### src/hdl/fpds_pkg.sv
// Shared types and constants for the flux PLL data separator.
// Used by fpds_front, fpds_queue, fpds_back and the top level; depends on nothing.
package fpds_pkg;

    localparam int TICK_ACC_BITS = 20;
    localparam int ACC_W         = TICK_ACC_BITS;
    localparam int SAMPLE_W      = 16;
    localparam int OVF_TICKS     = 32'h10000;

    localparam int MODE_W   = 2;
    localparam int CENTRE_W = 13;
    localparam int TICK_W   = 7;
    localparam int CFG_IDX_W  = 2;
    localparam int CFG_DATA_W = 13;

    localparam logic [CFG_IDX_W-1:0] CFG_PLL_MODE = 2'd0;
    localparam logic [CFG_IDX_W-1:0] CFG_CENTRE   = 2'd1;
    localparam logic [CFG_IDX_W-1:0] CFG_TICK     = 2'd2;

    localparam logic [MODE_W-1:0] MODE_FIXED = 2'd0;
    localparam logic [MODE_W-1:0] MODE_AUTH  = 2'd2;

    localparam logic [MODE_W-1:0]   MODE_RESET   = MODE_AUTH;
    localparam logic [CENTRE_W-1:0] CENTRE_RESET = 13'd2000;
    localparam logic [TICK_W-1:0]   TICK_RESET   = 7'd25;

    localparam int CLK_W     = 14;
    localparam int ZERO_W    = 14;
    localparam int ELAPSED_W = 25;
    localparam int RES_W     = 27;
    localparam int F2_W      = 15;
    localparam int DIV_W     = 26;
    localparam int N_W       = DIV_W + 1;
    localparam int MULB_W    = 16;
    localparam int PROD_W    = ACC_W + MULB_W;

    localparam int RUN_MAX     = 16383;
    localparam int ELAPSED_MAX = 33554431;
    localparam int RES_MAX     = 67108863;
    localparam int RES_MIN     = -67108864;

    // Floor division by 10 and by 30 for the small values seen here.
    localparam logic [MULB_W-1:0] RECIP_10 = 16'd52429;
    localparam int                RECIP_10_SH = 19;
    localparam logic [MULB_W-1:0] RECIP_30 = 16'd34953;
    localparam int                RECIP_30_SH = 20;

    localparam int QUEUE_DEPTH = 2;

    localparam int OUT_DATA_W = 56;
    localparam int OUT_PAD_W  = OUT_DATA_W - ZERO_W - ELAPSED_W - CLK_W;

    typedef struct packed {
        logic             index;
        logic [ACC_W-1:0] acc;
    } t_job;

    typedef struct packed {
        logic [MODE_W-1:0]   mode;
        logic [CENTRE_W-1:0] centre;
        logic [TICK_W-1:0]   tick;
    } t_cfg;

    typedef struct packed {
        logic [ZERO_W-1:0]    zero;
        logic                 sat;
        logic                 rev;
        logic [ELAPSED_W-1:0] elapsed;
        logic [CLK_W-1:0]     clk;
    } t_result;

    typedef struct packed {
        logic full;
        logic empty;
    } t_queue_status;

endpackage

### src/hdl/fpds_front.sv
// Input side of the data separator: accepts beats, folds overflow samples into
// the pending tick count and hands flux and index jobs to the queue. Uses fpds_pkg.
module fpds_front import fpds_pkg::*; (
    input  logic                i_clk,
    input  logic                i_rst_n,
    input  logic                i_valid,
    output logic                o_ready,
    input  logic                i_func,
    input  logic [SAMPLE_W-1:0] i_ticks,
    input  t_queue_status       i_qstat,
    output logic                o_push,
    output t_job                o_job
);

    logic [ACC_W-1:0] r_pending;
    logic [ACC_W-1:0] n_pending;
    logic [ACC_W:0]   addend;
    logic [ACC_W:0]   acc_sum;
    logic [ACC_W-1:0] acc_sat;
    logic             accept;

    assign o_ready = !i_qstat.full;
    assign accept  = i_valid && !i_qstat.full;

    always_comb begin
        if (i_ticks == '0) begin
            addend = (ACC_W+1)'(OVF_TICKS);
        end else begin
            addend = (ACC_W+1)'(i_ticks);
        end
        acc_sum = {1'b0, r_pending} + addend;
        acc_sat = acc_sum[ACC_W] ? '1 : acc_sum[ACC_W-1:0];

        n_pending     = r_pending;
        o_push        = 1'b0;
        o_job.index   = i_func;
        o_job.acc     = acc_sat;
        if (accept) begin
            if (i_func) begin
                n_pending = '0;
                o_push    = 1'b1;
            end else if (i_ticks == '0) begin
                n_pending = acc_sat;
            end else begin
                n_pending = '0;
                o_push    = 1'b1;
            end
        end
    end

    always_ff @(posedge i_clk) begin
        if (!i_rst_n) begin
            r_pending <= '0;
        end else begin
            r_pending <= n_pending;
        end
    end

endmodule

### src/hdl/fpds_queue.sv
// Short job queue between the front and the back of the data separator.
// Uses fpds_pkg for the job type and depth.
module fpds_queue import fpds_pkg::*; (
    input  logic          i_clk,
    input  logic          i_rst_n,
    input  logic          i_push,
    input  t_job          i_data,
    input  logic          i_pop,
    output t_job          o_data,
    output t_queue_status o_stat
);

    localparam int PTR_W = (QUEUE_DEPTH > 1) ? $clog2(QUEUE_DEPTH) : 1;
    localparam int CNT_W = $clog2(QUEUE_DEPTH + 1);

    t_job             r_mem [QUEUE_DEPTH];
    logic [PTR_W-1:0] r_wptr;
    logic [PTR_W-1:0] r_rptr;
    logic [CNT_W-1:0] r_count;
    logic             do_push;
    logic             do_pop;

    assign o_stat.full  = (r_count == CNT_W'(QUEUE_DEPTH));
    assign o_stat.empty = (r_count == '0);
    assign o_data       = r_mem[r_rptr];
    assign do_push      = i_push && !o_stat.full;
    assign do_pop       = i_pop && !o_stat.empty;

    always_ff @(posedge i_clk) begin
        if (do_push) begin
            r_mem[r_wptr] <= i_data;
        end
    end

    always_ff @(posedge i_clk) begin
        if (!i_rst_n) begin
            r_wptr  <= '0;
            r_rptr  <= '0;
            r_count <= '0;
        end else begin
            if (do_push) begin
                r_wptr <= (r_wptr == PTR_W'(QUEUE_DEPTH - 1)) ? '0 : r_wptr + 1'b1;
            end
            if (do_pop) begin
                r_rptr <= (r_rptr == PTR_W'(QUEUE_DEPTH - 1)) ? '0 : r_rptr + 1'b1;
            end
            if (do_push && !do_pop) begin
                r_count <= r_count + 1'b1;
            end else if (do_pop && !do_push) begin
                r_count <= r_count - 1'b1;
            end
        end
    end

endmodule

### src/hdl/fpds_back.sv
// Back end of the data separator: residue update, serial cell-count divider,
// PLL period update and the output register. Uses fpds_pkg.
module fpds_back import fpds_pkg::*; (
    input  logic          i_clk,
    input  logic          i_rst_n,
    input  t_cfg          i_cfg,
    input  t_job          i_job,
    input  t_queue_status i_qstat,
    output logic          o_pop,
    output logic          o_valid,
    input  logic          i_ready,
    output t_result       o_result
);

    localparam int SUM_W = PROD_W + 1;
    localparam int CNT_W = $clog2(DIV_W);
    localparam int CK_W  = CLK_W + 2;

    typedef enum logic [9:0] {
        S_IDLE  = 10'b0000000001,
        S_MUL   = 10'b0000000010,
        S_SUM   = 10'b0000000100,
        S_SPLIT = 10'b0000001000,
        S_DIV   = 10'b0000010000,
        S_QUOT  = 10'b0000100000,
        S_ADJ   = 10'b0001000000,
        S_CMIN  = 10'b0010000000,
        S_CMAX  = 10'b0100000000,
        S_CLAMP = 10'b1000000000
    } t_state_core;

    // Emission is folded into a flag so the enum keeps one state per step.
    t_state_core r_state, n_state;
    logic        r_emit, n_emit;

    t_job                    r_job, n_job;
    logic [PROD_W-1:0]       r_prod, n_prod;
    logic signed [RES_W-1:0] r_f0, n_f0;
    logic [DIV_W-1:0]        r_div, n_div;
    logic [CLK_W-1:0]        r_rem, n_rem;
    logic [CNT_W-1:0]        r_cnt, n_cnt;
    logic [N_W-1:0]          r_n, n_n;
    logic signed [F2_W-1:0]  r_f2, n_f2;
    logic                    r_adj_neg, n_adj_neg;
    logic                    r_div30, n_div30;
    logic signed [CK_W-1:0]  r_clk, n_clk;
    logic [CLK_W-1:0]        r_cmin, n_cmin;
    t_result                 r_res, n_res;
    logic signed [F2_W-1:0]  r_res_new, n_res_new;
    logic signed [RES_W-1:0] r_residue, n_residue;
    logic [CLK_W-1:0]        r_bit_clock, n_bit_clock;
    logic                    r_ovalid, n_ovalid;
    t_result                 r_out, n_out;

    logic [ACC_W-1:0]        mul_a;
    logic [MULB_W-1:0]       mul_b;
    logic [PROD_W-1:0]       prod;
    logic [CLK_W-1:0]        centre_clk;
    logic [CLK_W-1:0]        half_clk;
    logic signed [RES_W-1:0] h_s;
    logic signed [RES_W-1:0] c_s;
    logic signed [SUM_W-1:0] sum_s;
    logic signed [RES_W-1:0] f0_clamp;
    logic signed [RES_W-1:0] f1;
    logic signed [RES_W-1:0] d_s;
    logic [CLK_W:0]          rem_sh;
    logic                    rem_ge;
    logic [CLK_W:0]          rem_nx;
    logic signed [CK_W-1:0]  f2_calc;
    logic                    in_sync;
    logic [F2_W-1:0]         f2_abs;
    logic signed [F2_W-1:0]  diff;
    logic [F2_W-1:0]         diff_abs;
    logic [CLK_W-1:0]        xs;
    logic [PROD_W-1:0]       prod_sh;
    logic [CLK_W-1:0]        adj;
    logic signed [CK_W-1:0]  adj_s;
    logic [ACC_W-1:0]        ctr9;
    logic [ACC_W-1:0]        ctr11;
    logic [CLK_W-1:0]        cmax_raw;
    logic [CLK_W-1:0]        cmax;
    logic [CLK_W-1:0]        clk_clamped;
    logic signed [F2_W-1:0]  nf_half;
    logic signed [F2_W-1:0]  nf_sel;
    logic signed [RES_W:0]   elapsed_s;
    logic                    out_free;

    assign prod     = mul_a * mul_b;
    assign out_free = !r_ovalid || i_ready;
    assign o_valid  = r_ovalid;
    assign o_result = r_out;

    always_comb begin
        centre_clk = (i_cfg.centre == '0) ? CLK_W'(1) : {1'b0, i_cfg.centre};
        half_clk   = r_bit_clock >> 1;
        h_s        = $signed({{(RES_W-CLK_W){1'b0}}, half_clk});
        c_s        = $signed({{(RES_W-CLK_W){1'b0}}, r_bit_clock});

        sum_s = $signed({{(SUM_W-RES_W){r_residue[RES_W-1]}}, r_residue})
              + $signed({1'b0, r_prod});
        if (sum_s > SUM_W'(RES_MAX)) begin
            f0_clamp = RES_W'(RES_MAX);
        end else if (sum_s < SUM_W'(RES_MIN)) begin
            f0_clamp = RES_W'(RES_MIN);
        end else begin
            f0_clamp = sum_s[RES_W-1:0];
        end

        f1  = r_f0 - c_s;
        d_s = f1 - h_s;

        rem_sh = {r_rem, r_div[DIV_W-1]};
        rem_ge = (rem_sh >= {1'b0, r_bit_clock});
        rem_nx = rem_ge ? rem_sh - {1'b0, r_bit_clock} : rem_sh;

        f2_calc = $signed({2'b00, half_clk}) + $signed({2'b00, r_rem})
                - $signed({2'b00, r_bit_clock});

        in_sync  = (r_n != '0) && (r_n[N_W-1:2] == '0);
        f2_abs   = r_f2[F2_W-1] ? F2_W'(-r_f2) : F2_W'(r_f2);
        diff     = $signed({2'b00, i_cfg.centre}) - $signed({1'b0, r_bit_clock});
        diff_abs = diff[F2_W-1] ? F2_W'(-diff) : F2_W'(diff);
        if (in_sync) begin
            case (r_n[1:0])
                2'd1:    xs = f2_abs[CLK_W-1:0] >> 1;
                2'd3:    xs = f2_abs[CLK_W-1:0] >> 2;
                default: xs = f2_abs[CLK_W-1:0];
            endcase
        end else begin
            xs = diff_abs[CLK_W-1:0];
        end

        prod_sh = r_div30 ? (r_prod >> RECIP_30_SH) : (r_prod >> RECIP_10_SH);
        adj     = prod_sh[CLK_W-1:0];
        adj_s   = $signed({2'b00, adj});

        ctr9  = ACC_W'({4'b0000, i_cfg.centre} + {1'b0, i_cfg.centre, 3'b000});
        ctr11 = ACC_W'({4'b0000, i_cfg.centre} + {3'b000, i_cfg.centre, 1'b0}
                     + {1'b0, i_cfg.centre, 3'b000});

        prod_sh  = prod_sh;
        cmax_raw = CLK_W'(r_prod >> RECIP_10_SH);
        cmax     = (cmax_raw < r_cmin) ? r_cmin : cmax_raw;
        if (r_clk < $signed({2'b00, r_cmin})) begin
            clk_clamped = r_cmin;
        end else if (r_clk > $signed({2'b00, cmax})) begin
            clk_clamped = cmax;
        end else begin
            clk_clamped = r_clk[CLK_W-1:0];
        end

        nf_half = (r_f2 + $signed({{(F2_W-1){1'b0}}, r_f2[F2_W-1]})) >>> 1;
        nf_sel  = (i_cfg.mode == MODE_AUTH) ? nf_half : '0;
        elapsed_s = $signed({r_f0[RES_W-1], r_f0})
                  - $signed({{(RES_W+1-F2_W){nf_sel[F2_W-1]}}, nf_sel});
    end

    always_comb begin
        n_state     = r_state;
        n_emit      = r_emit;
        n_job       = r_job;
        n_prod      = r_prod;
        n_f0        = r_f0;
        n_div       = r_div;
        n_rem       = r_rem;
        n_cnt       = r_cnt;
        n_n         = r_n;
        n_f2        = r_f2;
        n_adj_neg   = r_adj_neg;
        n_div30     = r_div30;
        n_clk       = r_clk;
        n_cmin      = r_cmin;
        n_res       = r_res;
        n_res_new   = r_res_new;
        n_residue   = r_residue;
        n_bit_clock = r_bit_clock;
        n_ovalid    = r_ovalid;
        n_out       = r_out;
        o_pop       = 1'b0;
        mul_a       = r_job.acc;
        mul_b       = MULB_W'(i_cfg.tick);

        if (r_ovalid && i_ready) begin
            n_ovalid = 1'b0;
        end

        if (r_emit) begin
            if (out_free) begin
                n_ovalid    = 1'b1;
                n_out       = r_res;
                n_bit_clock = r_res.clk;
                n_residue   = {{(RES_W-F2_W){r_res_new[F2_W-1]}}, r_res_new};
                n_emit      = 1'b0;
                n_state     = S_IDLE;
            end
        end else begin
            unique case (r_state)
                S_IDLE: begin
                    if (!i_qstat.empty) begin
                        o_pop = 1'b1;
                        n_job = i_job;
                        if (i_job.index) begin
                            n_res.zero    = '0;
                            n_res.sat     = 1'b0;
                            n_res.rev     = 1'b1;
                            n_res.elapsed = '0;
                            n_res.clk     = centre_clk;
                            n_res_new     = '0;
                            n_emit        = 1'b1;
                        end else begin
                            n_state = S_MUL;
                        end
                    end
                end
                S_MUL: begin
                    n_prod  = prod;
                    n_state = S_SUM;
                end
                S_SUM: begin
                    n_f0    = f0_clamp;
                    n_state = S_SPLIT;
                end
                S_SPLIT: begin
                    if (r_f0 < h_s) begin
                        n_residue = r_f0;
                        n_state   = S_IDLE;
                    end else if (f1 < h_s) begin
                        n_n     = '0;
                        n_f2    = f1[F2_W-1:0];
                        n_state = S_ADJ;
                    end else begin
                        n_div   = d_s[DIV_W-1:0];
                        n_rem   = '0;
                        n_cnt   = '0;
                        n_state = S_DIV;
                    end
                end
                S_DIV: begin
                    n_rem = rem_nx[CLK_W-1:0];
                    n_div = {r_div[DIV_W-2:0], rem_ge};
                    if (r_cnt == CNT_W'(DIV_W - 1)) begin
                        n_state = S_QUOT;
                    end else begin
                        n_cnt = r_cnt + 1'b1;
                    end
                end
                S_QUOT: begin
                    n_n     = {1'b0, r_div} + N_W'(1);
                    n_f2    = f2_calc[F2_W-1:0];
                    n_state = S_ADJ;
                end
                S_ADJ: begin
                    if (in_sync) begin
                        n_adj_neg = r_f2[F2_W-1];
                        n_div30   = (r_n[1:0] == 2'd2);
                    end else begin
                        n_adj_neg = diff[F2_W-1];
                        n_div30   = 1'b0;
                    end
                    mul_a   = ACC_W'(xs);
                    mul_b   = n_div30 ? RECIP_30 : RECIP_10;
                    n_prod  = prod;
                    n_state = S_CMIN;
                end
                S_CMIN: begin
                    n_clk   = $signed({2'b00, r_bit_clock}) + (r_adj_neg ? -adj_s : adj_s);
                    mul_a   = ctr9;
                    mul_b   = RECIP_10;
                    n_prod  = prod;
                    n_state = S_CMAX;
                end
                S_CMAX: begin
                    n_cmin  = (CLK_W'(r_prod >> RECIP_10_SH) == '0) ? CLK_W'(1)
                            : CLK_W'(r_prod >> RECIP_10_SH);
                    mul_a   = ctr11;
                    mul_b   = RECIP_10;
                    n_prod  = prod;
                    n_state = S_CLAMP;
                end
                S_CLAMP: begin
                    if (r_n > N_W'(RUN_MAX)) begin
                        n_res.zero = ZERO_W'(RUN_MAX);
                        n_res.sat  = 1'b1;
                    end else begin
                        n_res.zero = r_n[ZERO_W-1:0];
                        n_res.sat  = 1'b0;
                    end
                    n_res.rev = 1'b0;
                    if (elapsed_s < 0) begin
                        n_res.elapsed = '0;
                    end else if (elapsed_s > (RES_W+1)'(ELAPSED_MAX)) begin
                        n_res.elapsed = ELAPSED_W'(ELAPSED_MAX);
                    end else begin
                        n_res.elapsed = elapsed_s[ELAPSED_W-1:0];
                    end
                    n_res.clk = (i_cfg.mode == MODE_FIXED) ? centre_clk : clk_clamped;
                    n_res_new = nf_sel;
                    n_emit    = 1'b1;
                end
                default: begin
                    n_state = S_IDLE;
                end
            endcase
        end
    end

    always_ff @(posedge i_clk) begin
        if (!i_rst_n) begin
            r_state     <= S_IDLE;
            r_emit      <= 1'b0;
            r_ovalid    <= 1'b0;
            r_residue   <= '0;
            r_bit_clock <= CLK_W'(CENTRE_RESET);
        end else begin
            r_state     <= n_state;
            r_emit      <= n_emit;
            r_ovalid    <= n_ovalid;
            r_residue   <= n_residue;
            r_bit_clock <= n_bit_clock;
        end
    end

    always_ff @(posedge i_clk) begin
        r_job     <= n_job;
        r_prod    <= n_prod;
        r_f0      <= n_f0;
        r_div     <= n_div;
        r_rem     <= n_rem;
        r_cnt     <= n_cnt;
        r_n       <= n_n;
        r_f2      <= n_f2;
        r_adj_neg <= n_adj_neg;
        r_div30   <= n_div30;
        r_clk     <= n_clk;
        r_cmin    <= n_cmin;
        r_res     <= n_res;
        r_res_new <= n_res_new;
        r_out     <= n_out;
    end

endmodule

### src/hdl/flux_pll_data_separator_unit.sv
// Flux PLL data separator, top level. Uses fpds_pkg, fpds_front, fpds_queue, fpds_back.
// An index job is popped in idle, registered as a result, then output once free;
// a merging flux job passes multiply, sum and split; one ending a run also passes the
// 26-step serial divider counting the zero cells (if any) and the PLL update. Overflow
// beats stay in front. One job at a time in the back; a two-beat queue lets input go on.
// Reset (synchronous, active low) clears the PLL state and loads the register defaults.
module flux_pll_data_separator_unit import fpds_pkg::*; (
    input  logic                  i_clk,
    input  logic                  i_rst_n,
    input  logic                  i_s_axis_tvalid,
    output logic                  o_s_axis_tready,
    input  logic [SAMPLE_W-1:0]   i_s_axis_tdata,  // sample_ticks
    input  logic                  i_s_axis_tuser,  // func
    output logic                  o_m_axis_tvalid,
    input  logic                  i_m_axis_tready,
    output logic [OUT_DATA_W-1:0] o_m_axis_tdata,  // zero_bits, elapsed_ns, clock_ns
    output logic [1:0]            o_m_axis_tuser,  // run_saturated, revolution_end
    input  logic                  i_cfg_we,
    input  logic [CFG_IDX_W-1:0]  i_cfg_idx,
    input  logic [CFG_DATA_W-1:0] i_cfg_data
);

    t_cfg          r_cfg;
    t_queue_status qstat;
    t_job          push_job;
    t_job          head_job;
    logic          push;
    logic          pop;
    t_result       result;

    always_ff @(posedge i_clk) begin
        if (!i_rst_n) begin
            r_cfg.mode   <= MODE_RESET;
            r_cfg.centre <= CENTRE_RESET;
            r_cfg.tick   <= TICK_RESET;
        end else if (i_cfg_we) begin
            unique case (i_cfg_idx)
                CFG_PLL_MODE: r_cfg.mode   <= i_cfg_data[MODE_W-1:0];
                CFG_CENTRE:   r_cfg.centre <= i_cfg_data[CENTRE_W-1:0];
                CFG_TICK:     r_cfg.tick   <= i_cfg_data[TICK_W-1:0];
                default: begin
                end
            endcase
        end
    end

    fpds_front u_front (
        .i_clk   (i_clk),
        .i_rst_n (i_rst_n),
        .i_valid (i_s_axis_tvalid),
        .o_ready (o_s_axis_tready),
        .i_func  (i_s_axis_tuser),
        .i_ticks (i_s_axis_tdata),
        .i_qstat (qstat),
        .o_push  (push),
        .o_job   (push_job)
    );

    fpds_queue u_queue (
        .i_clk   (i_clk),
        .i_rst_n (i_rst_n),
        .i_push  (push),
        .i_data  (push_job),
        .i_pop   (pop),
        .o_data  (head_job),
        .o_stat  (qstat)
    );

    fpds_back u_back (
        .i_clk    (i_clk),
        .i_rst_n  (i_rst_n),
        .i_cfg    (r_cfg),
        .i_job    (head_job),
        .i_qstat  (qstat),
        .o_pop    (pop),
        .o_valid  (o_m_axis_tvalid),
        .i_ready  (i_m_axis_tready),
        .o_result (result)
    );

    assign o_m_axis_tdata = {{OUT_PAD_W{1'b0}}, result.clk, result.elapsed, result.zero};
    assign o_m_axis_tuser = {result.rev, result.sat};

endmodule

### config.mk
export PLATFORM = sky130hd
export DESIGN_NAME = flux_pll_data_separator_unit
export DESIGN_NICKNAME = d
export VERILOG_FILES = /design/src/hdl/fpds_pkg.sv /design/src/hdl/fpds_front.sv /design/src/hdl/fpds_queue.sv /design/src/hdl/fpds_back.sv /design/src/hdl/flux_pll_data_separator_unit.sv
export SDC_FILE = /design/constraint.sdc
export NUM_CORES = 2
export LEC_CHECK = 0
export BUFFER_PORTS_ARGS = -buffer_cell sky130_fd_sc_hd__buf_4
export CAP_MARGIN = 40
export CORE_MARGIN = 2
export CORE_UTILIZATION = 50
export CTS_BUF_LIST = sky130_fd_sc_hd__clkbuf_4 sky130_fd_sc_hd__clkbuf_8
export CTS_CLUSTER_DIAMETER = 50
export DETAILED_ROUTE_END_ITERATION = 16
export PLACE_DENSITY_LB_ADDON = 0.15
export SLEW_MARGIN = 20
export SYNTH_ARGS = -nofsm -noshare
export SYNTH_HDL_FRONTEND = slang
export SYNTH_SLANG_ARGS = --single-unit
### constraint.sdc
create_clock -name i_clk -period 11 [get_ports i_clk]
set_input_delay 1.65 -clock i_clk [delete_from_list [all_inputs] [get_ports i_clk]]
set_output_delay 1.65 -clock i_clk [all_outputs]
set_load 0.01 [all_outputs]
---- After elaboration in Yosys (flattened, before gate mapping) ----
Memory sizes are Yosys's and may differ from the RTL's. A register that Yosys moved wholly into a read port is not among the register bits.
Cells that the tools add are included.
storage, ports and cells
  memories kept ........................... 1
  bits in latches ......................... 0
  logic and storage cells ................. 233
  memory bits (read-only) ................. 0
  bits in writable memories ............... 42
  register bits ........................... 426
cells by class
  $mul .................................... 1
  equality and inequality tests ........... 29
  mux-type cells .......................... 86
  $add $sub $neg .......................... 23
  bitwise gates (word level) .............. 2
  shifts and indexed selects .............. 0
  order comparisons ....................... 11
  reduce and logical (&&, ||, !) cells .... 45
  div/mod/pow operators ................... 0
memory list
  memory         words  bits a word  rd ports  clocked after Yosys merged registers in  write ports  line              text
  u_queue.r_mem  2      21           1         1                                        1            fpds_queue.sv:16  t_job r_mem [QUEUE_DEPTH];
operator list
  operator                                                      count
  2-to-1 mux 27 bit                                             7
  2-to-1 mux 14 bit                                             11
  2-to-1 mux 55 bit                                             2
  case mux 55 bit (2 select lines)                              1
  2-to-1 mux 15 bit                                             7
  case mux 10 bit (10 select lines)                             1
  2-to-1 mux 20 bit                                             4
  2-to-1 mux 10 bit                                             6
  case mux 15 bit (2 select lines)                              2
  case mux 20 bit (3 select lines)                              1
  case mux 14 bit (2 select lines)                              2
  less-than comparator 27 x 14 -> 1 bit                         2
  case mux 27 bit (2 select lines)                              1
  2-to-1 mux 26 bit                                             2
  case mux 26 bit (2 select lines)                              1
  2-to-1 mux 25 bit                                             2
  adder 27 x 37 -> 37 bit                                       1
  > comparator 37 x 27 -> 1 bit, second input constant          1
  less-than comparator 37 x 27 -> 1 bit, second input constant  1
  multiplier 20 x 16 -> 36 bit                                  1
  2-to-1 mux 16 bit                                             2
  case mux 16 bit (2 select lines)                              1
  adder 13 x 14 -> 15 bit                                       2
  > comparator 28 x 26 -> 1 bit, second input constant          1
  66 further kinds                                              135

---- Logic depth before layout (Yosys ltp) ----
  depth in word-level cells ............... 9
  gate-level depth with buffers ........... 46
  mapped depth without buffers ............ 46

---- By module ----
A second synthesis with hierarchy kept.
second synthesis, totals
  cell total of the unflattened synthesis .. 4211
  area total of the unflattened synthesis .. 39983.3 um2
by module, submodules not included
  module                        cells an instance  sequential area each (um2)  area each (um2)  times used
  fpds_back                     3765               10850.4                     35271.3          1
  fpds_front                    257                400.4                       2016.9           1
  fpds_queue                    90                 1361.3                      1741.7           1
  flux_pll_data_separator_unit  99                 440.4                       953.4            1

---- Worst setup path before layout ----
No wires, ideal clock.
  path type ............................... register to register
  start point ............................. register r_cfg[8] (netlist bit)
  end point ............................... register u_back.r_prod[34] (data pin)
  cell stages (with the launch flop) ...... 47
  setup time .............................. 0.269 ns
  data required time ...................... 10.731 ns
  path slack .............................. 1.369 ns
  period minus slack after synthesis ...... 9.631 ns
  data arrival time ....................... 9.362 ns
  cells stage by stage .................... dfxtp_1 ha_1 inv_1 fa_1 nor2b_1 o21ai_0 a21boi_0 o21ai_0 a21boi_0 o21ai_0 nand2b_1 a21o_1 nand2_1 nor2b_1 xnor2_1 ha_1 nand2_1 o41ai_1 [... 11 more ...] fa_1 inv_1 fa_1 inv_1 fa_1 inv_1 ha_1 a21o_1 a21o_1 a21oi_1 o21ai_0 nor3_1 a21oi_1 a41oi_1 o221ai_1 nor3_1 o31ai_1 xor2_1
on the way
  word-level cells in the longest chain between the ends .. 7
  elaborated cells between the ends (all ways) .. 10
  classes of those cells .................. add/sub: 5; mul: 1; mux: 4
RTL lines
  element                               line                                text
  start: declaration                    flux_pll_data_separator_unit.sv:23  t_cfg r_cfg;
  subtractor 13 x 14 -> 15 bit          fpds_back.sv:121                    diff = $signed({2'b00, i_cfg.centre}) - $signed({1'b0, r_bit_clock});
  negation 14 bit                       fpds_back.sv:122                    diff_abs = diff[F2_W-1] ? F2_W'(-diff) : F2_W'(diff);
  2-to-1 mux 14 bit                     fpds_back.sv:122
  2-to-1 mux 14 bit                     fpds_back.sv:123                    if (in_sync) begin
  case mux 20 bit (3 select lines) (*)  fpds_back.sv:197                    unique case (r_state)
  2-to-1 mux 20 bit (*)                 fpds_back.sv:187                    if (r_emit) begin
  multiplier 20 x 16 -> 36 bit (*)      fpds_back.sv:88                     assign prod = mul_a * mul_b;
  via u_back.prod[34]                   fpds_back.sv:57                     logic [PROD_W-1:0] prod;
  end signal: assignment                fpds_back.sv:325                    r_prod <= n_prod;
  end: declaration                      fpds_back.sv:37                     logic [PROD_W-1:0] r_prod, n_prod;
The timed path passes the listed nets; every way through them passes the cells marked *.
A chain may end at the register's enable or synchronous reset.

---- Worst setup path in the final report ----
  start point ............................. register r_cfg[7] (netlist bit)
  end point ............................... register u_back.r_prod[29] (data pin)
Same word-level chain as after synthesis.

==> results.toml <==
[status]
status = "complete, no violations"

[yosys]
ys_ff_latch = 468
synth_edf_count = 368
synth_top_area_cell = "edfxtp_1"
ys.flop_type = "edfxtp_1"
synth_top_area_share = 0.2784
ys_types = 100
synth_most_common_cell = "inv_1"
synth_commonest_cells = "inv_1, ha_1, nor2_1"
syn_area_um2 = 39690
yosys_warnings = 0
syn_inst = 4179
synth.avg_cell_area_um2 = 9.497
ys_seq_area_frac = 0.3289
async_reset_ff_frac = 0
synth_area_leaders = "edfxtp_1, ha_1, fa_1"

[timing]
drv_slew = 0
tns_ns = 0
worst_pin_slew_ns = 0.8844
maxSlewHeadroom = 0.4092
fmax_ghz = 0.09635
finalCritPeriodShare = 0.9436
hold_ws_ns = 0.4114
hold_viol_final = 0
skew_ns = 0.05584
fin_crit_ns = 10.38
setup_viol = 0

[final_layout]
area_delta_synth_final_pct = 10.65
final_nets = 4929
drive_above_1_share = 0.1024
finalNonFillerCells = 5417

[detailed_routing]
wl_per_cell_um = 20.63
vias = 31206
wl_um = 111700
drt_pre_antenna_iters = 5
drt_iter0_markers = 2208
drc = 0
vias_per_cell = 5.761
postRouteAntennaNets = 0

[clock_network]
clkSinkCount = 468
cts_buffers = 88
h-tree-depth = 3
cts_tree = "done"
ctsHoldBuffers = 0
cts_buffer_depth = 3
clk_latency_ns = 0.74
clk_pin_slew_ns = 0.06
clockRootBuffer = "clkbuf_8"

[worst_setup_path]
critical_path_required_ns = 11.44
regToRegStartpoint = "r_cfg[7]"
slowest_stage = "nor4b_1"
crit_type = "flip-flop to flip-flop"
reg2reg_depth = 35
r2r-end = "u_back.r_prod[29]"
endpoint_kind = "flip-flop"
rrSetupSlack_ns = 0.62
path_max_fanout = 6
cp.arrival_ns = 10.82
start_kind = "flip-flop"
cpMostUsedCell = "fa_1"
critPathMaxStageDelay_ns = 0.73

[floorplanning]
ios = 97
initial_core_util = 0.5040
chipHeight_um = 285.7
die-area_um2 = 81640
coreArea_um2 = 78740
placementRows = 103
die_w_um = 285.7

[place]
io_buffers = 93
hpwl_um = 87200
gp_congestion = 0.9532
placed_cells = 5247

[min_path]
hp-start = "u_back.r_res[41]"
holdPathStages = 0
hold_class = "flip-flop to flip-flop"
hold_end = "u_back.o_result[41]"

[grt]
first_global_vias = 30219
antenna_found_initial = 1
grt_pass1_wl_um = 172900
track_usage = 0.2740
grt_max_degree = 59
grt_overflow = 0

[pwr]
p_leak_uw = 0.01895
power_per_cell_area_nw_per_um2 = 240.9
max-vdd-ir-drop_v = 0.0002916
total_power_uw = 10580

[job]
max-cap-violations = 0
[worst max-delay path, delay by kind of cell, from the launching register on]
kind,cells,cell delay [ns]
adder cells (fa/ha/maj),9,4.05
AO/OA/AOI/OAI,14,3.61
AND/OR/NAND/NOR,6,1.57
buffers and inverters,6,0.50
flip-flops,1,0.37
[where the power goes]
| group | total (uW) | switching, uW | internal (uW) |
|---|---|---|---|
| Clock | 1930 | 823 | 1100 |
| Combinational | 6020 | 3560 | 2460 |
| Sequential | 2630 | 182 | 2450 |
[cell type report]
class / count / area [um^2]
Multi-Input combinational cell: 3132 / 24530
Clock buffer: 113 / 1468
Timing Repair Buffer: 176 / 1409
Antenna cell: 2 / 5.005
Fill cell: 7071 / 34830
Tap cell: 1050 / 1314
Clock inverter: 51 / 540.5
Inverter: 425 / 1595
Sequential cell: 468 / 13050
[layout by cell type, fill, tap and decap left out, types with 22 or more instances in the layout]
cell type,instances
o31ai_1,27
fa_1,194
dfxtp_1,99
xnor2_1,151
buf_4,170
or3_1,30
nor2b_1,49
nand3_1,71
mux2i_1,61
nor3_1,62
a211oi_1,46
ha_1,407
o211ai_1,30
nand4_1,28
mux2_2,24
o21ai_0,206
o21ai_2,22
edfxtp_1,368
nand2_1,305
and2_1,28
xor2_1,120
nand2b_1,55
nor2_1,367
a21o_1,103
o21a_1,46
inv_1,423
and3_1,67
o21bai_1,23
a21oi_1,259
a31oi_1,31
clkbuf_8,99
[state kept, by name, summed over array words and instances (netlist names), 15 cells and up, named ones only]
register,cells
u_back.o_result,55
u_back.r_res,55
u_queue.r_mem,42
u_back.r_prod,36
u_back.r_f0,27
u_back.r_n,27
u_back.r_residue,27
u_back.r_div,26
r_cfg,22
u_back.r_job,20
u_front.r_pending,20
u_back.r_clk,16
u_back.r_f2,15
[routing by layer]
metal	vias to the layer above	global-route usage	wire (um)
li1	14993	-	-
met2	978	0.4483	51710
met1	15047	0.3624	48190
met3	188	0.04123	6899
met4	0	0.1183	4938
met5	-	0	0
[stage by stage]
stage | utilization | setup WS [ns] | cell area (um^2)
final | 0.5577 | 0.6208 | 43920
after global routing | 0.5577 | -0.05415 | 43920
after CTS | 0.5566 | 0.1440 | 43830
after detailed placement | 0.5311 | 0.1786 | 41820
after global placement | 0.5295 | 0.2825 | 41690
after floorplan | - | 1.369 | 39730
[what timing repair did]
item                       in CTS  in global routing
setup endpoints to repair       0                 10
setup buffers                   0                  4
gates resized for setup         0                 11
[logic make-up (layout without fill, tap and decap cells)]
family          Yosys count  after routing  share of synthesized area
buf+inv                 590            765                    0.05738
compound gates          986            986                     0.1618
xor+xnor                271            271                    0.05980
flops                   468            468                     0.3289
mux                      88             88                    0.02361
simple gates           1173           1173                     0.1422
other cells               2             15                  0.0001892
fa+ha+maj               601            601                     0.2262
[how the worst max path moves through the flow]
stage	from	end	depth (start not counted)
finish	r_cfg[7]	u_back.r_prod[29]	35
global route	r_cfg[8]	u_back.r_prod[34]	45
CTS	r_cfg[7]	u_back.r_prod[35]	47
detailed placement	r_cfg[7]	u_back.r_prod[35]	47
global placement	r_cfg[7]	u_back.r_prod[35]	47
floorplan	r_cfg[8]	u_back.r_prod[34]	46
No activity file was read; power rests on OpenSTA's default activity.
